### src/design/bsd_pkg.sv
// Shared types, constants and helper functions of the stencil derivative block.
// Depends on nothing; every other design file except bsd_if imports it.
`default_nettype none

package bsd_pkg;

    localparam int TAPS           = 9;
    localparam int WEIGHT_BITS    = 8;
    localparam int CFG_DATA_BITS  = 32;
    localparam int CFG_INDEX_BITS = 1;
    localparam int INV_BITS       = 32;
    localparam int LO_BITS        = 32;
    localparam int FRAC_BITS      = 16;

    localparam logic [INV_BITS-1:0] INV_RESET  = 32'd65536;
    localparam logic [3:0]          ROOM_SIDED  = 4'd4;
    localparam logic [3:0]          ROOM_ALMOST = 4'd3;
    localparam logic [3:0]          ROOM_BIASED = 4'd3;
    localparam logic [3:0]          ROOM_CENTRAL = 4'd1;

    typedef enum logic [1:0] {
        CMD_FIRST     = 2'd0,
        CMD_SECOND    = 2'd1,
        CMD_FIRST_FWD = 2'd2,
        CMD_FIRST_BWD = 2'd3
    } cmd_t;

    typedef enum logic [2:0] {
        ST_CENTRAL      = 3'd0,
        ST_RIGHT        = 3'd1,
        ST_LEFT         = 3'd2,
        ST_ALMOST_RIGHT = 3'd3,
        ST_ALMOST_LEFT  = 3'd4,
        ST_NONE         = 3'd5
    } stencil_t;

    typedef enum logic [CFG_INDEX_BITS-1:0] {
        REG_INV_H    = 1'b0,
        REG_INV_H_SQ = 1'b1
    } cfg_reg_t;

    typedef logic signed [WEIGHT_BITS-1:0] weight_t;

    typedef struct packed {
        stencil_t stencil;
        logic     second;
    } ctl_t;

    // Integer weights over 12h, tap 0 is four steps back. Rows past ST_NONE are zero.
    localparam weight_t FIRST_W [8][TAPS] = '{
        '{  0,   0,   1,  -8,   0,   8,  -1,   0,   0 },
        '{  0,   0,   0,   0, -22,  36, -18,   4,   0 },
        '{  0,  -4,  18, -36,  22,   0,   0,   0,   0 },
        '{  0,   0,   0,  -3, -10,  18,  -6,   1,   0 },
        '{  0,  -1,   6, -18,  10,   3,   0,   0,   0 },
        '{  0,   0,   0,   0,   0,   0,   0,   0,   0 },
        '{  0,   0,   0,   0,   0,   0,   0,   0,   0 },
        '{  0,   0,   0,   0,   0,   0,   0,   0,   0 }
    };

    // Integer weights over 12h squared.
    localparam weight_t SECOND_W [8][TAPS] = '{
        '{  0,   0,  -1,  16, -30,  16,  -1,   0,   0 },
        '{  0,   0,   0,   0,  35,-104, 114, -56,  11 },
        '{ 11, -56, 114,-104,  35,   0,   0,   0,   0 },
        '{  0,   0,   0,  10, -15,  -4,  14,  -6,   1 },
        '{  1,  -6,  14,  -4, -15,  10,   0,   0,   0 },
        '{  0,   0,   0,   0,   0,   0,   0,   0,   0 },
        '{  0,   0,   0,   0,   0,   0,   0,   0,   0 },
        '{  0,   0,   0,   0,   0,   0,   0,   0,   0 }
    };

    function automatic weight_t weight_of(logic second, stencil_t st, logic [3:0] tap);
        return second ? SECOND_W[st][tap] : FIRST_W[st][tap];
    endfunction

    // Width of one weighted tap.
    function automatic int term_bits(int sample_bits);
        return sample_bits + WEIGHT_BITS;
    endfunction

    // Width of the signed tap sum; the weight magnitudes of a row add up to below 512.
    function automatic int sum_bits(int sample_bits);
        return sample_bits + 10;
    endfunction

    // Width of the magnitude, at least one bit above the low multiplier half.
    function automatic int mag_bits(int sample_bits);
        return (sum_bits(sample_bits) > LO_BITS) ? sum_bits(sample_bits) : LO_BITS + 1;
    endfunction

    function automatic int prod_bits(int sample_bits);
        return mag_bits(sample_bits) + INV_BITS;
    endfunction

    function automatic int quot_bits(int sample_bits);
        return prod_bits(sample_bits) - FRAC_BITS;
    endfunction

endpackage

`default_nettype wire

### src/design/bsd_scale.sv
// Fourth and fifth pipeline stages: magnitude times the reciprocal as two partial
// products, then their sum with the rounding half. Depends on bsd_pkg for widths.
`default_nettype none

module bsd_scale #(
    parameter int SAMPLE_BITS = 32
) (
    input  wire logic                            clk,
    input  wire logic                            rst_n,
    input  wire logic                            en,
    input  wire logic                            in_valid,
    input  wire bsd_pkg::ctl_t                   in_ctl,
    input  wire logic                            in_neg,
    input  wire logic [bsd_pkg::mag_bits(SAMPLE_BITS)-1:0] mag,
    input  wire logic [bsd_pkg::INV_BITS-1:0]    inv_h,
    input  wire logic [bsd_pkg::INV_BITS-1:0]    inv_h_sq,
    output logic                                 valid_reg,
    output bsd_pkg::ctl_t                        ctl_reg,
    output logic                                 neg_reg,
    output logic [bsd_pkg::quot_bits(SAMPLE_BITS)-1:0] quot_reg
);
    import bsd_pkg::*;

    localparam int MAG_BITS  = mag_bits(SAMPLE_BITS);
    localparam int HI_BITS   = MAG_BITS - LO_BITS;
    localparam int PROD_BITS = prod_bits(SAMPLE_BITS);
    localparam int LOP_BITS  = LO_BITS + INV_BITS;
    localparam int HIP_BITS  = HI_BITS + INV_BITS;

    logic [INV_BITS-1:0]  inv;
    logic [LOP_BITS-1:0]  lo_prod_reg;
    logic [HIP_BITS-1:0]  hi_prod_reg;
    logic                 prod_valid_reg;
    ctl_t                 prod_ctl_reg;
    logic                 prod_neg_reg;
    logic [PROD_BITS-1:0] total;

    assign inv = in_ctl.second ? inv_h_sq : inv_h;

    // Adding one half before dropping the fraction rounds the magnitude half away from zero.
    assign total = (PROD_BITS'(hi_prod_reg) << LO_BITS) + PROD_BITS'(lo_prod_reg)
                 + (PROD_BITS'(1) << (FRAC_BITS - 1));

    always_ff @(posedge clk or negedge rst_n)
    begin
        if (!rst_n)
        begin
            prod_valid_reg <= 1'b0;
            valid_reg      <= 1'b0;
        end
        else if (en)
        begin
            prod_valid_reg <= in_valid;
            valid_reg      <= prod_valid_reg;
        end
    end

    always_ff @(posedge clk)
    begin
        if (en)
        begin
            lo_prod_reg  <= LOP_BITS'(mag[LO_BITS-1:0]) * LOP_BITS'(inv);
            hi_prod_reg  <= HIP_BITS'(mag[MAG_BITS-1:LO_BITS]) * HIP_BITS'(inv);
            prod_ctl_reg <= in_ctl;
            prod_neg_reg <= in_neg;
            ctl_reg      <= prod_ctl_reg;
            neg_reg      <= prod_neg_reg;
            quot_reg     <= total[PROD_BITS-1:FRAC_BITS];
        end
    end

endmodule

`default_nettype wire

### config.mk
export PLATFORM = sky130hd
export DESIGN_NAME = bsd_scale
export DESIGN_NICKNAME = d
export VERILOG_FILES = /design/src/design/bsd_pkg.sv /design/src/design/bsd_scale.sv
export SDC_FILE = /design/constraint.sdc
export NUM_CORES = 2
export LEC_CHECK = 0
export BUFFER_PORTS_ARGS = -buffer_cell sky130_fd_sc_hd__buf_2
export CORE_MARGIN = 2
export CORE_UTILIZATION = 55
export CTS_CLUSTER_SIZE = 16
export DETAILED_ROUTE_END_ITERATION = 10
export MAX_ROUTING_LAYER = met4
export PLACE_DENSITY_LB_ADDON = 0.15
export SLEW_MARGIN = 5
export SYNTH_ARGS = -nofsm -noshare
export SYNTH_HDL_FRONTEND = slang
export SYNTH_SLANG_ARGS = --single-unit
### constraint.sdc
create_clock -name clk -period 4.2 [get_ports clk]
set_input_delay 1.05 -clock clk [delete_from_list [all_inputs] [get_ports clk]]
set_output_delay 1.05 -clock clk [all_outputs]
set_load 0.03 [all_outputs]
Yosys cells after proc, flatten, opt, wreduce, memory -nomap -nowiden
Index checks and enable logic that the tools add are counted.
Widths: inputs -> output; s select.
{ "word_totals": {"reg_bits": 176, "word_cells": 16, "in_bits": 115} }
{ "op_classes": {"add_sub_neg": 2, "n_mux": 1, "mul": 2} }
{ "ops": {"columns": ["cell", "n"], "rows": [
  ["$add 74x16->74 const B", 1],
  ["$add 74x64->74", 1],
  ["$mul 32x32->64", 1],
  ["$mul 10x32->42", 1],
  ["$mux 32", 1]
]} }

Longest topological paths before layout
{ "depth": {"depth_word": 2, "depth_mapped": 32, "ltp_nobuf": 29} }

Least setup slack after synthesis
Ideal clock, no wire load.
{ "synth_path": {"path_type": "input port to flip-flop", "startpoint": "input in_ctl[0] (netlist bit)", "endpoint": "register lo_prod_reg[62] (data pin)", "required_time_ns": 3.935, "stages": 29, "path_slack_ns": -4.527, "arrival_time_ns": 8.462, "n_path_buf": 4, "path_cell_list": "buf_2 clkbuf_1 mux2_2 clkbuf_1 and2_1 fa_1 inv_1 fa_1 inv_1 fa_1 inv_1 fa_1 inv_1 fa_1 fa_1 fa_1 fa_1 ha_1 clkbuf_1 a21oi_1 o21ai_0 a211oi_1 o21ai_0 o211ai_1 o211ai_2 o31ai_1 a21bo_2 o21ai_0 xor2_1"} }
{ "synth_between": {"elab_chain_cells": 2} }
{ "synth_lines": {"columns": ["item", "line", "source"], "rows": [
  ["start, declared", "bsd_scale.sv:12", "input wire bsd_pkg::ctl_t in_ctl,"],
  ["$mux 32", "bsd_scale.sv:38", "assign inv = in_ctl.second ? inv_h_sq : inv_h;"],
  ["$mul 32x32->64", "bsd_scale.sv:62", "lo_prod_reg <= LOP_BITS'(mag[LO_BITS-1:0]) * LOP_BITS'(inv);"],
  ["end signal, assigned", "bsd_scale.sv:62", null],
  ["end, declared", "bsd_scale.sv:31", "logic [LOP_BITS-1:0] lo_prod_reg;"]
]} }
Every way passes these cells.
A chain may end at the register's enable or synchronous reset.

Final worst setup path
{ "layout_path": {"startpoint": "input in_ctl[0] (netlist bit)", "endpoint": "register lo_prod_reg[56] (data pin)"} }
Same word-level chain as after synthesis.

==> out/results.ini <==
[outcome]
status=finished, violations left
violations=negative setup slack

[cells_and_area]
post-route-cell-area_sq_mm=0.0599
fin_util_pct=66.5
syn2layout_area_growth_pct=19.7
drive_gt1_share_pct=21.0
largest_reg_flops=58
finalNetCount=7484

[synth]
ys_seq_area_share_pct=9.64
synth_area_leaders=fa_1 (45%), edfxtp_1 (9.5%), ha_1 (9.2%)
syn-instance-count=5280
synth-edff-count=159
yosys_warnings=0
synthArstFlopShare_pct=1.24
yosysTopAreaCellShare_pct=45.3
synth_area_sq_mm=0.0501
ys_ff_latch=161
synth_largest_area_cell=fa_1
synth_cell_type_count=85
synth_fp_nets=6898
synthFlopType=edfxtp_1
syn_avg_cell_area_sq_um=9.48

[die]
initial_utilization_pct=55.5
io_pins=179
die_y_um=306
die_w_um=306
die-area_sq_mm=0.0935
core_area_sq_mm=0.0901
row_count=110

[timing]
period_share_pct=195
skew_ns=0.0386
slew_viol_final=0
rsz0062_at_grt=yes
fin_crit_ns=8.18
setup_viol=87
worst_slew_pin_slew_ns=1.16
hold_viol=0
slew_headroom_pct=20.5
fin_setup_tns_ns=-257.55
max_clock_freq_mhz=122
setup_ws_ns=-3.98

[worst_setup_path]
path_buf_inv=9
r2r_end=quot_reg[56]
cp_num_cells=29
r2r_setup_slack_ns=0.24
path_class=input port to register
slowest_stage=fa_1
r2r_cells=11
critPathRequiredTime_ns=4.46
cp-start-kind=input port
cp_common_cell=fa_1
end_kind=register
arrival_ns=8.44
cp_top_family=adder cells
worstPathMaxFanout=7
r2r_start=hi_prod_reg[1]
slowest_delay_ns=0.58

[job]
maxCapViolCount=0

[placed_design]
gp_congestion=0.995
io_buffer_count=178
hpwl_mm=121
place_area_sq_mm=0.0569

[global_routing]
grt_pass1_vias=41500
grt_pass1_wl_mm=231
antenna_found_initial=9
overflow=0
grt_max_degree=76
grt_usage_pct=33.2

[drt]
wl_per_cell_um=20.6
ant_nets=0
routed_via_density=5.46
vias=38600
drt-total-wl_mm=146
drt-initial-drc-count=2706
dr.pass1.iters=8
drcViolationCount=0

[min_path]
hold_path.class=input port to asynchronous set/reset pin

[cts]
htreeDepth=4
clk_path_buf_depth=2
insertion_delay_ns=0.52
cts.clk_slew.worst_paths_ns=0.10
cts.sinks=161
clock-root-buffer=clkbuf_16
tritoncts=yes
cts_buffers=17

## cells in the mapped netlist (all sizes together) (60+ instances only)
cell    number
ha         370
inv       1102
clkbuf     278
a21oi      143
fa        1133
nand2      726
edfxtp     159
o21ai       60
xnor2       93
a21o        76
and2       722
nor2        61
## cells in the final DEF, fill, tap and decap left out, drive strengths merged, types with 23 or more instances in the layout
cell type / netlist / layout
edfxtp: 159 / 159
xor2: 48 / 48
mux2: 34 / 41
xnor2: 93 / 93
nand3: 37 / 37
inv: 1102 / 1110
a21oi: 143 / 143
nand4: 31 / 31
and2: 722 / 722
ha: 370 / 370
o21ai: 60 / 60
nor2: 61 / 61
fa: 1133 / 1133
nand2: 726 / 726
o21bai: 23 / 23
buf: 7 / 845
a21o: 76 / 76
## timing repair
item / in CTS / in global routing
cloned: 7 / 1
hold buffers: 0 / 0
pin swaps: 65 / 149
endpoints found under the hold margin: 0 / 0
endpoints found under the setup margin: 87 / 87
buffers inserted: 34 / 49
gates resized for setup: 127 / 254
## cells by family (layout without fill, tap and decap cells)
| logic type | Yosys count | after routing | share of synthesized area (%) |
|---|---|---|---|
| flip-flops | 161 | 161 | 9.64 |
| buffers and inverters | 1387 | 1979 | 10.4 |
| other | 0 | 14 | 0 |
| multiplexers | 36 | 43 | 0.820 |
| AND/OR/NAND/NOR | 1644 | 1644 | 16.6 |
| XOR/XNOR | 141 | 141 | 2.47 |
| adder cells (fa/ha/maj) | 1503 | 1503 | 54.5 |
| AO/OA/AOI/OAI | 408 | 408 | 5.53 |
## stage by stage
| step | setup slack [ns] | instances | hold slack [ns] |
|---|---|---|---|
| 6_report | -3.98 | 7069 | 0.305 |
| 5_1_grt | -4.18 | 7064 | 0.280 |
| 4_1_cts | -3.93 | 7021 | 0.268 |
| 3_5_place_dp | -4.89 | 6955 | 0.405 |
| 3_3_place_gp | -4.78 | 6955 | 0.400 |
| 2_1_floorplan | -4.03 | 5280 | 0.400 |
## layout make-up
| cell class | count | area (sq um) |
|---|---|---|
| Antenna cell | 14 | 35.0 |
| Clock buffer | 17 | 425 |
| Clock inverter | 15 | 208 |
| Fill cell | 7220 | 30200 |
| Inverter | 1102 | 4140 |
| Multi-Input combinational cell | 3739 | 42100 |
| Sequential cell | 161 | 4820 |
| Tap cell | 1176 | 1470 |
| Timing Repair Buffer | 845 | 6740 |
## routing by layer
| metal | wire length [um] | track usage [%] | vias to the layer above |
|---|---|---|---|
| met1 | 58500 | 42.4 | 19800 |
| met2 | 69100 | 52.8 | 1426 |
| met3 | 10300 | 5.32 | 349 |
| met5 | 0 | - | - |
| li1 | - | - | 17000 |
| met4 | 7790 | 14.7 | 0 |
## how the worst max path moves through the flow
stage / startpoint / to / slack [ns]
final: in_ctl[0] / lo_prod_reg[56] / -3.98
after global routing: in_ctl[0] / lo_prod_reg[59] / -4.18
after CTS: in_ctl[0] / lo_prod_reg[59] / -3.93
after detailed placement: in_ctl[0] / lo_prod_reg[59] / -4.89
after global placement: in_ctl[0] / lo_prod_reg[55] / -4.78
after floorplan: in_ctl[0] / lo_prod_reg[62] / -4.03
Power is not shown: default switching activity piles up to over one toggle a cycle in this logic, so the estimate is an artifact.
