===== src/design/bsd_pkg.sv =====
// Shared types, constants and helper functions of the stencil derivative block.
// Depends on nothing; every other design file except bsd_if imports it.
`default_nettype none

package bsd_pkg;

    localparam int TAPS           = 9;
    localparam int WEIGHT_BITS    = 8;
    localparam int CFG_DATA_BITS  = 32;
    localparam int CFG_INDEX_BITS = 1;
    localparam int INV_BITS       = 32;
    localparam int LO_BITS        = 32;
    localparam int FRAC_BITS      = 16;

    localparam logic [INV_BITS-1:0] INV_RESET  = 32'd65536;
    localparam logic [3:0]          ROOM_SIDED  = 4'd4;
    localparam logic [3:0]          ROOM_ALMOST = 4'd3;
    localparam logic [3:0]          ROOM_BIASED = 4'd3;
    localparam logic [3:0]          ROOM_CENTRAL = 4'd1;

    typedef enum logic [1:0] {
        CMD_FIRST     = 2'd0,
        CMD_SECOND    = 2'd1,
        CMD_FIRST_FWD = 2'd2,
        CMD_FIRST_BWD = 2'd3
    } cmd_t;

    typedef enum logic [2:0] {
        ST_CENTRAL      = 3'd0,
        ST_RIGHT        = 3'd1,
        ST_LEFT         = 3'd2,
        ST_ALMOST_RIGHT = 3'd3,
        ST_ALMOST_LEFT  = 3'd4,
        ST_NONE         = 3'd5
    } stencil_t;

    typedef enum logic [CFG_INDEX_BITS-1:0] {
        REG_INV_H    = 1'b0,
        REG_INV_H_SQ = 1'b1
    } cfg_reg_t;

    typedef logic signed [WEIGHT_BITS-1:0] weight_t;

    typedef struct packed {
        stencil_t stencil;
        logic     second;
    } ctl_t;

    // Integer weights over 12h, tap 0 is four steps back. Rows past ST_NONE are zero.
    localparam weight_t FIRST_W [8][TAPS] = '{
        '{  0,   0,   1,  -8,   0,   8,  -1,   0,   0 },
        '{  0,   0,   0,   0, -22,  36, -18,   4,   0 },
        '{  0,  -4,  18, -36,  22,   0,   0,   0,   0 },
        '{  0,   0,   0,  -3, -10,  18,  -6,   1,   0 },
        '{  0,  -1,   6, -18,  10,   3,   0,   0,   0 },
        '{  0,   0,   0,   0,   0,   0,   0,   0,   0 },
        '{  0,   0,   0,   0,   0,   0,   0,   0,   0 },
        '{  0,   0,   0,   0,   0,   0,   0,   0,   0 }
    };

    // Integer weights over 12h squared.
    localparam weight_t SECOND_W [8][TAPS] = '{
        '{  0,   0,  -1,  16, -30,  16,  -1,   0,   0 },
        '{  0,   0,   0,   0,  35,-104, 114, -56,  11 },
        '{ 11, -56, 114,-104,  35,   0,   0,   0,   0 },
        '{  0,   0,   0,  10, -15,  -4,  14,  -6,   1 },
        '{  1,  -6,  14,  -4, -15,  10,   0,   0,   0 },
        '{  0,   0,   0,   0,   0,   0,   0,   0,   0 },
        '{  0,   0,   0,   0,   0,   0,   0,   0,   0 },
        '{  0,   0,   0,   0,   0,   0,   0,   0,   0 }
    };

    function automatic weight_t weight_of(logic second, stencil_t st, logic [3:0] tap);
        return second ? SECOND_W[st][tap] : FIRST_W[st][tap];
    endfunction

    // Width of one weighted tap.
    function automatic int term_bits(int sample_bits);
        return sample_bits + WEIGHT_BITS;
    endfunction

    // Width of the signed tap sum; the weight magnitudes of a row add up to below 512.
    function automatic int sum_bits(int sample_bits);
        return sample_bits + 10;
    endfunction

    // Width of the magnitude, at least one bit above the low multiplier half.
    function automatic int mag_bits(int sample_bits);
        return (sum_bits(sample_bits) > LO_BITS) ? sum_bits(sample_bits) : LO_BITS + 1;
    endfunction

    function automatic int prod_bits(int sample_bits);
        return mag_bits(sample_bits) + INV_BITS;
    endfunction

    function automatic int quot_bits(int sample_bits);
        return prod_bits(sample_bits) - FRAC_BITS;
    endfunction

endpackage

`default_nettype wire


===== src/design/bsd_clip.sv =====
// Last pipeline stage: saturation to the sample range, sign restore and the output register.
// Depends on bsd_pkg for widths and the control struct.
`default_nettype none

module bsd_clip #(
    parameter int SAMPLE_BITS = 32
) (
    input  wire logic                  clk,
    input  wire logic                  rst_n,
    input  wire logic                  en,
    input  wire logic                  in_valid,
    input  wire bsd_pkg::ctl_t         in_ctl,
    input  wire logic                  in_neg,
    input  wire logic [bsd_pkg::quot_bits(SAMPLE_BITS)-1:0] quot,
    output logic                       valid_reg,
    output logic signed [SAMPLE_BITS-1:0] derivative_reg,
    output logic [2:0]                 stencil_reg,
    output logic                       saturated_reg
);
    import bsd_pkg::*;

    localparam int QUOT_BITS = quot_bits(SAMPLE_BITS);
    localparam int TOP_BITS  = QUOT_BITS - SAMPLE_BITS + 1;

    localparam logic [SAMPLE_BITS-1:0] MAX_VAL = {1'b0, {(SAMPLE_BITS-1){1'b1}}};
    localparam logic [SAMPLE_BITS-1:0] MIN_VAL = {1'b1, {(SAMPLE_BITS-1){1'b0}}};

    logic [TOP_BITS-1:0]    quot_top;
    logic                   over;
    logic                   at_min;
    logic                   sat;
    logic [SAMPLE_BITS-1:0] low;
    logic [SAMPLE_BITS-1:0] value;

    assign quot_top = quot[QUOT_BITS-1:SAMPLE_BITS-1];
    assign low      = quot[SAMPLE_BITS-1:0];
    assign over     = |quot_top;
    // A negative result may reach exactly the most negative code without clipping.
    assign at_min   = (quot_top == TOP_BITS'(1)) && (quot[SAMPLE_BITS-2:0] == '0);
    assign sat      = over && !(in_neg && at_min);

    always_comb
    begin
        if (sat)
        begin
            value = in_neg ? MIN_VAL : MAX_VAL;
        end
        else
        begin
            value = in_neg ? -low : low;
        end
    end

    always_ff @(posedge clk or negedge rst_n)
    begin
        if (!rst_n)
        begin
            valid_reg <= 1'b0;
        end
        else if (en)
        begin
            valid_reg <= in_valid;
        end
    end

    always_ff @(posedge clk)
    begin
        if (en)
        begin
            derivative_reg <= $signed(value);
            stencil_reg    <= in_ctl.stencil;
            saturated_reg  <= sat;
        end
    end

endmodule

`default_nettype wire


===== config.mk =====
export PLATFORM = sky130hd
export DESIGN_NAME = bsd_clip
export DESIGN_NICKNAME = d
export VERILOG_FILES = /design/src/design/bsd_pkg.sv /design/src/design/bsd_clip.sv
export SDC_FILE = /design/constraint.sdc
export NUM_CORES = 1
export LEC_CHECK = 0
export BUFFER_PORTS_ARGS = -buffer_cell sky130_fd_sc_hd__buf_2
export CORE_MARGIN = 2
export CORE_UTILIZATION = 52
export CTS_BUF_LIST = sky130_fd_sc_hd__clkbuf_16
export CTS_CLUSTER_DIAMETER = 60
export DETAILED_ROUTE_END_ITERATION = 10
export PLACE_DENSITY = 0.86
export SYNTH_ARGS = -nofsm -noshare
export SYNTH_HDL_FRONTEND = slang
export SYNTH_SLANG_ARGS = --single-unit

===== constraint.sdc =====
create_clock -name clk -period 1.52 [get_ports clk]
set_input_delay 0.152 -clock clk [delete_from_list [all_inputs] [get_ports clk]]
set_output_delay 0.152 -clock clk [all_outputs]
set_load 0.1 [all_outputs]

==> flow_summary.toml, run 1 <==
[synth]
syn-num-nets = 325
yosysSeqAreaShare_pct = 45.2
synthesis.area_per_instance_sq_um = 9.52
postSynth.topFlopCell = "edfxtp_1"
cells_after_synth = 257
post_synth_num_cell_types = 58
syn-cell-area_sq_um = 2450
synth-async-reset-ratio_pct = 2.70
post_synth_edffs = 36
ys_top_cells_by_area = "edfxtp_1, a21oi_1, nor4_1"
yosys.area.top_type_share_pct = 44.2
yosys.area.top_type = "edfxtp_1"
ys_seq_elements = 37
ys.warnings.count = 0
synth_most_common_cell = "edfxtp_1"
netlist_top_cells_count = "edfxtp_1, a21oi_1, nor2_1"

[timing]
kind_of_the_worst_endpoint = "register data pin"
globalroute.repair_timing.worst_endpoint = "derivative_reg[6]$_DFFE_PP_/D"

[placement]
portBuffers = 102
placement.cell_area_sq_um = 3720
place_congestion = 0.923
detailed_place_hpwl_um = 7110
place_inst = 479

[outcome]
stopped_at = "global routing (5_1_grt)"
first-error = "[ERROR DPL-0038] Utilization greater than 100%, impossible to legalize"
run_status = "stopped before the end"

[die]
start_util_pct = 55.0
die_height_um = 72.6
dieWidth_um = 72.6
io_pins = 104
floorplan.rows = 24

[clock_network]
ctsLongestPathBuffers = 2
cts_made_buffers = 5
clockRootBuffer = "clkbuf_16"
numClockSinks = 37
htree_num_levels = 2

[global_route]
grt_start_max_net_pins = 42
==> logic make-up after synthesis <==
family | share of synthesized area (%)
multiplexers | 0.460
buffers and inverters | 4.65
AO/OA/AOI/OAI | 21.1
AND/OR/NAND/NOR | 27.0
flip-flops | 45.2
adder cells (fa/ha/maj) | 0.511
XOR/XNOR | 1.07
==> metrics by stage <==
step           setup WS (ns)  hold slack, ns
3_5_place_dp           -1.24         -0.0707
3_3_place_gp           -1.14         -0.0733
4_1_cts               -0.860          0.0453
2_1_floorplan          -1.10          -0.144
==> what timing repair did <==
item,CTS
gates cloned,0
hold buffers,1
pin swaps,9
setup endpoints to repair,33
setup buffers,5
resized for setup,42
endpoints found under the hold margin,1
==> inputs of run 2 (changes only) <==
--- a/config.mk
+++ b/config.mk
@@ -7,11 +7,9 @@
 export LEC_CHECK = 0
 export BUFFER_PORTS_ARGS = -buffer_cell sky130_fd_sc_hd__buf_2
 export CORE_MARGIN = 2
-export CORE_UTILIZATION = 52
-export CTS_BUF_LIST = sky130_fd_sc_hd__clkbuf_16
-export CTS_CLUSTER_DIAMETER = 60
+export CORE_UTILIZATION = 40
 export DETAILED_ROUTE_END_ITERATION = 10
-export PLACE_DENSITY = 0.86
+export PLACE_DENSITY_LB_ADDON = 0.15
 export SYNTH_ARGS = -nofsm -noshare
 export SYNTH_HDL_FRONTEND = slang
 export SYNTH_SLANG_ARGS = --single-unit
==> flow_summary.toml, run 2 <==
[timing]
finalSetupViolations = 33
worst_slew_pin_slew_ns = 0.517
max_clock_freq_mhz = 430
timing_max_transition_violations_final = 0
hold-worst-slack_ns = 0.0256
fin_worst_skew_ns = 0
report.final.hold_viol_count = 0
grt_setup_unrepaired = "yes"
post-route-period-util_pct = 153
max-slew-margin-rel_pct = 65.5
finalCriticalPeriod_ns = 2.32
setup_slack_ns = -0.803

[detailed_routing]
remaining_drc_errors = 0
routed_wl_um = 8440
detailedRoute.firstPassIterationCount = 4
detailroute.via_count = 2951
first_iter_violations = 205
postRouteAntennaNets = 0
vias_per_cell = 5.72
avg_wl_per_cell_um = 16.4

[synth]
syn-cell-area_sq_um = 2450
ys_seq_elements = 37
synth_most_common_cell = "edfxtp_1"
cells_after_synth = 257
yosys.area.top_type = "edfxtp_1"
netlist_top_cells_count = "edfxtp_1, a21oi_1, nor2_1"
synth-async-reset-ratio_pct = 2.70
yosysSeqAreaShare_pct = 45.2
syn-num-nets = 325
post_synth_num_cell_types = 58
synthesis.area_per_instance_sq_um = 9.52
post_synth_edffs = 36
ys.warnings.count = 0
postSynth.topFlopCell = "edfxtp_1"
yosys.area.top_type_share_pct = 44.2
ys_top_cells_by_area = "edfxtp_1, a21oi_1, nor4_1"

[final_layout]
layout_common_cells = "buf_2, buf_4, edfxtp_1"
num-fill-cells = 488
final_core_utilization_pct = 69.4
largest_reg_flops = 32
num_antenna_cells = 0
post_route_cells_drive_above_1_share_pct = 58.3
finalNetCount = 508
layoutNonFillerInstCount = 516
most_common_cell_after_layout_fill_and_taps_aside = "buf_2"
area_delta_synth_final_pct = 68.0

[placement]
post-place-ws_ns = -1.20
portBuffers = 102
detailed_place_hpwl_um = 6280
place_congestion = 0.920
place_inst = 503

[die]
start_util_pct = 41.3
io_pins = 104
floorplan_core_area_sq_um = 5920
floorplan.die_area_sq_um = 6760
floorplan.rows = 28
die_height_um = 82.2
dieWidth_um = 82.2

[power_and_ir_drop]
comb_power_share_pct = 35.0
clock_power_share_pct = 29.8
cellPowerDensity_nw_per_um2 = 852
power.net_switching_mw = 1.31
design_power_total_mw = 3.50
p_sw_share_pct = 37.3
seqPwrFrac_pct = 35.2
internal_power_mw = 2.19
vdd.ir_drop.worst_mv = 0.514
p_leak_nw = 1.68

[worst_setup_path]
type_of_the_worst_setup_path = "in -> reg"
worst_ep_required_time_ns = 1.57
timing.critical_path.to_type = "flop"
crit_path_start_kind = "primary input"
timing.critical_path.arrival_ns = 2.37
critical_path_peak_fanout = 7

[hold_path]
hold_path_class = "in -> reg"

[global_route]
initial_antenna_violation_count = 0
first_global_vias = 2677
grt_first_pass_wirelength_um = 12900
groute.usage.overall_pct = 25.0
grt_overflow = 0
grt_start_max_net_pins = 42

[clock_network]
clk-insertion-delay-late_ns = 0.29
cts_made_buffers = 5
numClockSinks = 37
ctsLongestPathBuffers = 2
clockRootBuffer = "clkbuf_8"
clkSlewWorstSetupHoldPaths_ns = 0.08
htree_num_levels = 2
tritoncts = "yes"

[outcome]
failing_checks = "setup timing"
run_status = "finished, violations left"

[job]
timing.max_cap.violations = 0
## run 2: cell counts after synthesis
No cell type changed its count.
## run 2: cell families (layout without fill, tap and decap cells)
| logic type | Yosys count | in the layout | synth area share, % |
|---|---|---|---|
| multiplexers | 1 | 1 | 0.460 |
| AO/OA/AOI/OAI | 73 | 73 | 21.1 |
| buffers and inverters | 24 | 208 | 4.65 |
| XOR/XNOR | 3 | 3 | 1.07 |
| flip-flops | 37 | 37 | 45.2 |
| AND/OR/NAND/NOR | 118 | 118 | 27.0 |
| adder cells (fa/ha/maj) | 1 | 1 | 0.511 |
## run 2: worst max-delay path: stages
cell       delay [ns]
buf_8            0.10
inv_4            0.05
ha_4             0.12
or3b_4           0.38
or4_4            0.56
or4_4            0.55
a2111oi_4        0.37
nor4_1           0.08
## run 2: layer usage
layer	vias to the layer above	wire length, um	global-route usage, %
li1	1406	-	-
met2	149	4160	43.4
met5	-	0	0
met4	0	123	8.33
met3	11	650	3.26
met1	1385	3510	32.1
## run 2: timing repair
action | 4_1_cts | 5_1_grt
endpoints found under the hold margin | 1 | 0
setup buffers | 4 | 0
hold buffers | 1 | 0
endpoints found under the setup margin | 33 | 33
pin swaps | 12 | 2
resized for setup | 25 | 11
## run 2: stage by stage
step	cell area, sq um	TNS, ns
floorplan	2610	-28.78
global placement	3750	-33.46
detailed placement	3750	-33.71
CTS	4050	-21.16
global route	4110	-22.55
finish	4110	-21.56
## run 2: worst paths after layout
kind                            cells after the start                  to  slack [ns]      start
worst max-delay path                                8  derivative_reg[17]       -0.80    quot[0]
worst min-delay path                                1      stencil_reg[2]        0.03  in_ctl[3]
worst max register to register                      1           valid_reg        0.78  valid_reg
worst min register to register                      1           valid_reg        0.52  valid_reg
max in group asynchronous                           2           valid_reg        1.26      rst_n
min in group asynchronous                           2           valid_reg        0.18      rst_n
## run 2: power groups by stage
| stage | Clock [mW] | Combinational [mW] | Sequential [mW] |
|---|---|---|---|
| floorplan | 0 | 0.177 | 1.88 |
| global placement | 0 | 1.16 | 1.25 |
| detailed placement | 0 | 1.17 | 1.26 |
| CTS | 1.06 | 1.21 | 1.23 |
| global route | 1.09 | 1.28 | 1.24 |
| finish | 1.04 | 1.23 | 1.23 |
## run 2: final cells by class
type | instances | area (sq um) | area share [%]
clock inverters | 3 | 68.8 | 1.67
multi-input cells | 196 | 1490 | 36.3
clock buffers | 5 | 68.8 | 1.67
repair buffers | 195 | 1250 | 30.5
inverters | 5 | 23.8 | 0.579
flip-flops and latches | 37 | 1110 | 26.9
well taps | 75 | 93.8 | 2.28
Note: power is estimated with default switching activity, not from simulation.
