--- config.mk ---
export PLATFORM = sky130hd
export DESIGN_NAME = bsd_select
export DESIGN_NICKNAME = d
export VERILOG_FILES = /design/src/design/bsd_pkg.sv /design/src/design/bsd_select.sv
export SDC_FILE = /design/constraint.sdc
export NUM_CORES = 2
export LEC_CHECK = 0
export ABC_AREA = 1
export BUFFER_PORTS_ARGS = -buffer_cell sky130_fd_sc_hd__buf_2
export CORE_ASPECT_RATIO = 0.5
export CORE_MARGIN = 2
export CORE_UTILIZATION = 50
export CTS_BUF_LIST = sky130_fd_sc_hd__clkbuf_4 sky130_fd_sc_hd__clkbuf_8
export CTS_CLUSTER_SIZE = 40
export DETAILED_ROUTE_END_ITERATION = 8
export GPL_ROUTABILITY_DRIVEN = 0
export PLACE_DENSITY = 0.69
export SLEW_MARGIN = 5
export SYNTH_ARGS = -nofsm -noshare
export SYNTH_HDL_FRONTEND = slang
export SYNTH_SLANG_ARGS = --single-unit
--- constraint.sdc ---
create_clock -name clk -period 1.21 [get_ports clk]
set_input_delay 0.121 -clock clk [delete_from_list [all_inputs] [get_ports clk]]
set_output_delay 0.121 -clock clk [all_outputs]
set_load 0.05 [all_outputs]
--- src/design/bsd_pkg.sv ---
// Shared types, constants and helper functions of the stencil derivative block.
// Depends on nothing; every other design file except bsd_if imports it.
`default_nettype none

package bsd_pkg;

    localparam int TAPS           = 9;
    localparam int WEIGHT_BITS    = 8;
    localparam int CFG_DATA_BITS  = 32;
    localparam int CFG_INDEX_BITS = 1;
    localparam int INV_BITS       = 32;
    localparam int LO_BITS        = 32;
    localparam int FRAC_BITS      = 16;

    localparam logic [INV_BITS-1:0] INV_RESET  = 32'd65536;
    localparam logic [3:0]          ROOM_SIDED  = 4'd4;
    localparam logic [3:0]          ROOM_ALMOST = 4'd3;
    localparam logic [3:0]          ROOM_BIASED = 4'd3;
    localparam logic [3:0]          ROOM_CENTRAL = 4'd1;

    typedef enum logic [1:0] {
        CMD_FIRST     = 2'd0,
        CMD_SECOND    = 2'd1,
        CMD_FIRST_FWD = 2'd2,
        CMD_FIRST_BWD = 2'd3
    } cmd_t;

    typedef enum logic [2:0] {
        ST_CENTRAL      = 3'd0,
        ST_RIGHT        = 3'd1,
        ST_LEFT         = 3'd2,
        ST_ALMOST_RIGHT = 3'd3,
        ST_ALMOST_LEFT  = 3'd4,
        ST_NONE         = 3'd5
    } stencil_t;

    typedef enum logic [CFG_INDEX_BITS-1:0] {
        REG_INV_H    = 1'b0,
        REG_INV_H_SQ = 1'b1
    } cfg_reg_t;

    typedef logic signed [WEIGHT_BITS-1:0] weight_t;

    typedef struct packed {
        stencil_t stencil;
        logic     second;
    } ctl_t;

    // Integer weights over 12h, tap 0 is four steps back. Rows past ST_NONE are zero.
    localparam weight_t FIRST_W [8][TAPS] = '{
        '{  0,   0,   1,  -8,   0,   8,  -1,   0,   0 },
        '{  0,   0,   0,   0, -22,  36, -18,   4,   0 },
        '{  0,  -4,  18, -36,  22,   0,   0,   0,   0 },
        '{  0,   0,   0,  -3, -10,  18,  -6,   1,   0 },
        '{  0,  -1,   6, -18,  10,   3,   0,   0,   0 },
        '{  0,   0,   0,   0,   0,   0,   0,   0,   0 },
        '{  0,   0,   0,   0,   0,   0,   0,   0,   0 },
        '{  0,   0,   0,   0,   0,   0,   0,   0,   0 }
    };

    // Integer weights over 12h squared.
    localparam weight_t SECOND_W [8][TAPS] = '{
        '{  0,   0,  -1,  16, -30,  16,  -1,   0,   0 },
        '{  0,   0,   0,   0,  35,-104, 114, -56,  11 },
        '{ 11, -56, 114,-104,  35,   0,   0,   0,   0 },
        '{  0,   0,   0,  10, -15,  -4,  14,  -6,   1 },
        '{  1,  -6,  14,  -4, -15,  10,   0,   0,   0 },
        '{  0,   0,   0,   0,   0,   0,   0,   0,   0 },
        '{  0,   0,   0,   0,   0,   0,   0,   0,   0 },
        '{  0,   0,   0,   0,   0,   0,   0,   0,   0 }
    };

    function automatic weight_t weight_of(logic second, stencil_t st, logic [3:0] tap);
        return second ? SECOND_W[st][tap] : FIRST_W[st][tap];
    endfunction

    // Width of one weighted tap.
    function automatic int term_bits(int sample_bits);
        return sample_bits + WEIGHT_BITS;
    endfunction

    // Width of the signed tap sum; the weight magnitudes of a row add up to below 512.
    function automatic int sum_bits(int sample_bits);
        return sample_bits + 10;
    endfunction

    // Width of the magnitude, at least one bit above the low multiplier half.
    function automatic int mag_bits(int sample_bits);
        return (sum_bits(sample_bits) > LO_BITS) ? sum_bits(sample_bits) : LO_BITS + 1;
    endfunction

    function automatic int prod_bits(int sample_bits);
        return mag_bits(sample_bits) + INV_BITS;
    endfunction

    function automatic int quot_bits(int sample_bits);
        return prod_bits(sample_bits) - FRAC_BITS;
    endfunction

endpackage

`default_nettype wire

--- src/design/bsd_select.sv ---
// First pipeline stage: stencil choice from command and room, and the nine weighted taps.
// Depends on bsd_pkg for the weight tables and the command and stencil codes.
`default_nettype none

module bsd_select #(
    parameter int SAMPLE_BITS = 32
) (
    input  wire logic                          clk,
    input  wire logic                          rst_n,
    input  wire logic                          en,
    input  wire logic                          in_valid,
    input  wire logic [1:0]                    cmd,
    input  wire logic signed [SAMPLE_BITS-1:0] samples [bsd_pkg::TAPS],
    input  wire logic [3:0]                    left_room,
    input  wire logic [3:0]                    right_room,
    output logic                               valid_reg,
    output bsd_pkg::ctl_t                      ctl_reg,
    output logic signed [bsd_pkg::term_bits(SAMPLE_BITS)-1:0] term_reg [bsd_pkg::TAPS]
);
    import bsd_pkg::*;

    localparam int TERM_BITS = term_bits(SAMPLE_BITS);

    cmd_t                  cmd_code;
    logic [3:0]            min_room;
    ctl_t                  ctl_next;
    weight_t               w [TAPS];
    logic signed [TERM_BITS-1:0] term_next [TAPS];

    assign cmd_code = cmd_t'(cmd);
    assign min_room = (left_room < right_room) ? left_room : right_room;

    // Biased commands override only when both sides have room to spare.
    always_comb
    begin
        ctl_next.second = (cmd_code == CMD_SECOND);
        if (cmd_code == CMD_FIRST_FWD && min_room > ROOM_BIASED)
        begin
            ctl_next.stencil = ST_ALMOST_RIGHT;
        end
        else if (cmd_code == CMD_FIRST_BWD && min_room > ROOM_BIASED)
        begin
            ctl_next.stencil = ST_ALMOST_LEFT;
        end
        else if (min_room > ROOM_CENTRAL)
        begin
            ctl_next.stencil = ST_CENTRAL;
        end
        else if (left_room == 4'd0 && right_room >= ROOM_SIDED)
        begin
            ctl_next.stencil = ST_RIGHT;
        end
        else if (left_room >= ROOM_SIDED && right_room == 4'd0)
        begin
            ctl_next.stencil = ST_LEFT;
        end
        else if (left_room == 4'd1 && right_room >= ROOM_ALMOST)
        begin
            ctl_next.stencil = ST_ALMOST_RIGHT;
        end
        else if (left_room >= ROOM_ALMOST && right_room == 4'd1)
        begin
            ctl_next.stencil = ST_ALMOST_LEFT;
        end
        else
        begin
            ctl_next.stencil = ST_NONE;
        end
    end

    // The empty stencil has all-zero weights, so its sum and result come out zero.
    always_comb
    begin
        for (int t = 0; t < TAPS; t++)
        begin
            w[t]         = weight_of(ctl_next.second, ctl_next.stencil, 4'(t));
            term_next[t] = TERM_BITS'(samples[t]) * TERM_BITS'(w[t]);
        end
    end

    always_ff @(posedge clk or negedge rst_n)
    begin
        if (!rst_n)
        begin
            valid_reg <= 1'b0;
        end
        else if (en)
        begin
            valid_reg <= in_valid;
        end
    end

    always_ff @(posedge clk)
    begin
        if (en)
        begin
            ctl_reg  <= ctl_next;
            term_reg <= term_next;
        end
    end

endmodule

`default_nettype wire

Yosys cells after proc, flatten, opt, wreduce, memory -nomap -nowiden:

Memory sizes are Yosys's and may differ from the RTL's.
Cells that the tools add are included.

* $mul: 9
* order comparisons: 8
* eq/ne operators: 5
* multiplexer cells: 21
* bitwise operators: 1
* reduce and logical (&&, ||, !) cells: 8

Operators with widths (number)
* 32-bit by 8-bit multiplier with 40-bit output: 9
* 72-bit two-way mux: 4
* 8-bit two-way mux: 9
* 3-bit two-way mux: 6
* 4-bit by 1-bit equality test with 1-bit output (second input constant): 2
* 4-bit by 2-bit >= comparator with 1-bit output (second input constant): 2
* 4-bit by 3-bit >= comparator with 1-bit output (second input constant): 2
* 4-bit logical NOT: 2
* 1-bit logical AND: 6
* 2-bit equality test (second input constant): 2
* 4-bit >= comparator (second input constant): 1
* 4-bit by 1-bit > comparator with 1-bit output (second input constant): 1
* 4-bit by 2-bit > comparator with 1-bit output (second input constant): 1
* 4-bit less-than comparator: 1
* 4-bit two-way mux: 1
* 3-bit inverter with 4-bit output: 1
* 2-bit by 1-bit equality test with 1-bit output (second input constant): 1
* 1-bit two-way mux: 1

* flip-flop bits (word level): 365
* memory bits (read-only): 1152
* input bits: 302
* memories kept: 2

Memories
* (no name shown): depth 8, bits a word 72, rd ports 1, clocked after Yosys merged registers in 0, write ports 0, RTL line bsd_pkg.sv:74 `return second ? SECOND_W[st][tap] : FIRST_W[st][tap];`
* (no name shown): depth 8, bits a word 72, rd ports 1, clocked after Yosys merged registers in 0, write ports 0, RTL line bsd_pkg.sv:74

Logic depth before layout (Yosys ltp):

* word-level depth: 15
* gate-level depth with buffers: 43
* gate-level depth less buffers: 41

Worst setup path before layout:

Ideal clock, no wire load.

* kind: input -> register
* start point: input port right_room[3]
* end point: register term_reg[104] (netlist name), data pin
* data arrival time: 6.287 ns
* required time: 0.945 ns
* path slack: -5.342 ns
* stages: 33
* cell sequence: inv_1 -> ha_1 -> a21oi_2 -> nand2_1 -> o21ai_2 -> nand3_1 -> nand2_1 -> buf_4 -> clkbuf_1 -> ha_1 -> inv_1 -> nand3_1 -> nand2_1 -> nand2_1 -> clkbuf_1 -> nor2_1 -> fa_1 -> inv_1 -> fa_1 -> inv_1 -> fa_1 -> inv_1 -> fa_1 -> inv_1 -> ha_1 -> nand2_1 -> nor3_1 -> nor2_1 -> o21ai_0 -> a21oi_1 -> o21a_1 -> o21ai_0 -> xor2_1

RTL lines
* start: declaration: RTL line bsd_select.sv:15 `input wire logic [3:0] right_room,`
* end signal: assignment: RTL line bsd_select.sv:98 `term_reg <= term_next;`
* end: declaration: RTL line bsd_select.sv:18 `output logic signed [bsd_pkg::term_bits(SAMPLE_BITS)-1:0] term_reg [bsd_pkg::TAPS]`

==> summary.md <==
| Metric | Value |
|---|---|
| Hold Vio Cnt, Final | `6` |
| Leak | `57.8 nW` |
| CP peak stage delay | `0.62 ns` |
| Synth top area share | `36.6%` |
| Insertion delay to the later sink of the worst-skew pair | `0.78 ns` |
| CP Class | `input port to register` |
| H-tree levels | `2` |
| Core ar. | `157,000 um2` |
| Worst r2r src | `valid_reg` |
| Initial antenna violation count | `54` |
| Total track usage | `30.4%` |
| Clock transition at the registers of the reported paths | `0.07 ns` |
| Total grt overflow | `0` |
| Area Growth Syn to Fin | `38.8%` |
| Die Width | `566 um` |
| Vias in the first global route | `75,600` |
| Synth area leader | `fa_1` |
| Slowest cell on the critical path | `fa_1` |
| Failing checks | `negative hold slack, negative setup slack` |
| Status | `finished, violations left` |
| Actual transition at the worst max-transition pin | `0.520 ns` |
| Tmin final | `5.84 ns` |
| Crit path capture type | `register` |
| Vias post-DR | `71,200` |
| Max VDD drop | `4040 uV` |
| Die Span Y | `285 um` |
| Fin nets | `14,500` |
| Max cap viols | `0` |
| Ports | `667` |
| Fin Setup TNS | `-1461.86 ns` |
| Most common cell in the synthesized netlist | `inv_1` |
| Most frequent CP cell | `buf_4` |
| Global-route wire length before repair | `389 mm` |
| Antenna-violating nets left | `0` |
| Cts hold-fix bufs | `13` |
| Ys flop type | `edfxtp_1` |
| Vias/cell | `5.00` |
| Clock buffer count from CTS | `57` |
| Largest fanout on the critical path | `5` |
| Register area share after synthesis | `13.9%` |
| Clock tree buffer depth | `3` |
| Crit start category | `input port` |
| Iter 0 DRT Violations | `4,129` |
| Pre-antenna DRT Iters | `6` |
| Number of synthesized flops with an enable pin | `364` |
| Worst Slack Setup Final | `-4.63 ns` |
| Post-synth ARST share | `0.274%` |
| Hold Path Class | `input port to register` |
| Distinct cells, synth | `57` |
| Clock tree from TritonCTS | `built` |
| Layout cells sized above 1 | `34.1%` |
| Reg2reg end | `valid_reg` |
| Critical path arrival | `6.37 ns` |
| Syn Area/Cell | `8.44 um2` |
| Commonest cells post-synth | `2,753 x inv_1, 1,622 x nor2_1, 1,444 x fa_1, 778 x nand2_1, 753 x ha_1` |
| Cell Area, Synth | `79,000 um2` |
| Largest net degree at the start of global routing | `39` |
| R2R Setup Slk | `0.46 ns` |
| Cells after synthesis | `9,366` |
| Final instance area | `110,000 um2` |
| Yosys warning count | `0` |
| Hold EP | `term_reg[321]` |
| Initial Util | `50.2%` |
| Buffers added on ports | `666` |
| Critical path required time | `1.74 ns` |
| Count of final setup violators | `725` |
| Max-slew violation count | `0` |
| Min-delay src | `samples[257]` |
| Syn_nets | `11,900` |
| Post-DP HPWL | `201 mm` |
| Hold Crit Depth | `4` |
| WHS | `-0.133 ns` |
| Yosys reg bits | `365` |
| Ranking of synthesized cells by area | `fa_1 37%, edfxtp_1 14%, inv_1 13%` |
| Pwr dens | `3010 nW/um2` |
| Clk_skew | `0 ns` |
| CTS Root Cell | `clkbuf_8` |
| Max FFs per register | `360` |
| DRC | `0` |
| Fin crit share | `482%` |
| Clock Sinks | `365` |
| Row cnt | `103` |
| Die area | `161,000 um2` |
| FF-to-FF path depth | `1` |
| RSZ-0062 raised after global routing | `yes` |
| Post-Route WL | `249 mm` |
| Worst slew margin | `65.4%` |
| Max Clk Rate | `0.171 GHz` |
| Wirelength per Cell | `17.5 um` |
| DP Area | `101,000 um2` |
## logic make-up after synthesis
logic type               Yosys count  synth area share [%]
AO/OA/AOI/OAI                    804                  5.76
XOR/XNOR                         344                  3.81
adder cells (fa/ha/maj)         2197                  48.5
buffers and inverters           2932                  14.2
flip-flops                       365                  13.9
multiplexers                       1                0.0142
AND/OR/NAND/NOR                 2723                  13.9
## cell usage in the layout, fill, tap and decap left out, types with 18 or more instances in the layout
cell type  count
inv_2         96
nor3_1        44
nand4_1       29
a21o_1        36
a21oi_1      237
xnor2_1      125
o21a_1        27
edfxtp_1     364
nand2_1      641
buf_6         53
inv_1       2649
buf_12        90
buf_4       1928
ha_1         584
buf_2        660
nor2_4       124
ha_4         160
a21oi_4       22
clkbuf_8      57
nand3_1       70
o211ai_1      18
nand2_2      108
nand3_2       31
o21ai_1       44
xor2_1       204
fa_2          48
nor2_1      1277
nor2_2       294
o21ai_2       39
nor3_2        25
a31oi_1       26
diode_2       47
fa_1        1396
nand2_4       30
a21oi_2      128
o21ai_0      125
## cell type report
class                      instances  area, um2
multi-input combinational       6069      62900
fill                           11500      47700
clock buffer                      72        897
inverter                        2775      10500
sequential                       365      11000
timing repair buffer            2782      21200
antenna                           47        118
clock inverter                    34        384
tap                             2100       2630
## worst max-delay path by stage
stage	startpoint	end	slack, ns	cells after the start
after floorplan	right_room[3]	term_reg[158]	-4.66	39
after global placement	right_room[1]	term_reg[157]	-5.56	37
after detailed placement	right_room[1]	term_reg[157]	-5.61	37
after CTS	right_room[3]	term_reg[153]	-4.27	42
after global routing	right_room[1]	term_reg[237]	-4.81	39
final	right_room[1]	term_reg[237]	-4.63	39
## critical path, delay by kind of cell
kind                       cells  cell delay, ns
and+or+nand+nor               15            1.48
adders and majority gates      6            2.67
buffers and inverters         13            1.43
xor gates and xnor gates       1            0.14
AOI/OAI and AO/OA              4            0.51
## through the flow
| step | worst slack [ns] | utilization (%) | power (mW) | hold slack [ns] | instances |
|---|---|---|---|---|---|
| floorplan | -4.66 | - | 174 | -0.175 | 9366 |
| global placement | -5.56 | 64.4 | 273 | -0.104 | 13900 |
| detailed placement | -5.61 | 64.4 | 277 | -0.103 | 13900 |
| CTS | -4.27 | 68.2 | 311 | -0.208 | 14100 |
| global route | -4.81 | 69.7 | 355 | -0.162 | 14200 |
| finish | -4.63 | 69.7 | 330 | -0.133 | 14200 |
## power by group
part | switching [mW] | internal, mW
combinational | 158 | 132
clock | 6.02 | 6.46
sequential | 1.97 | 26.2
## metal layers
layer | GRT usage (%) | vias to the layer above | part of all wire (%)
li1 | - | 33200 | -
met1 | 37.3 | 34900 | 39
met2 | 51.7 | 2347 | 49
met3 | 4.20 | 760 | 5.7
met4 | 17.4 | 8 | 6.7
met5 | 0 | - | 0.020
## timing repair
item,in CTS,in global routing
resized for setup,702,452
hold endpoints to repair,384,9
setup buffers,117,52
cloned,23,1
pin swaps,290,271
endpoints found under the setup margin,725,725
No activity file was read; power rests on OpenSTA's default activity.
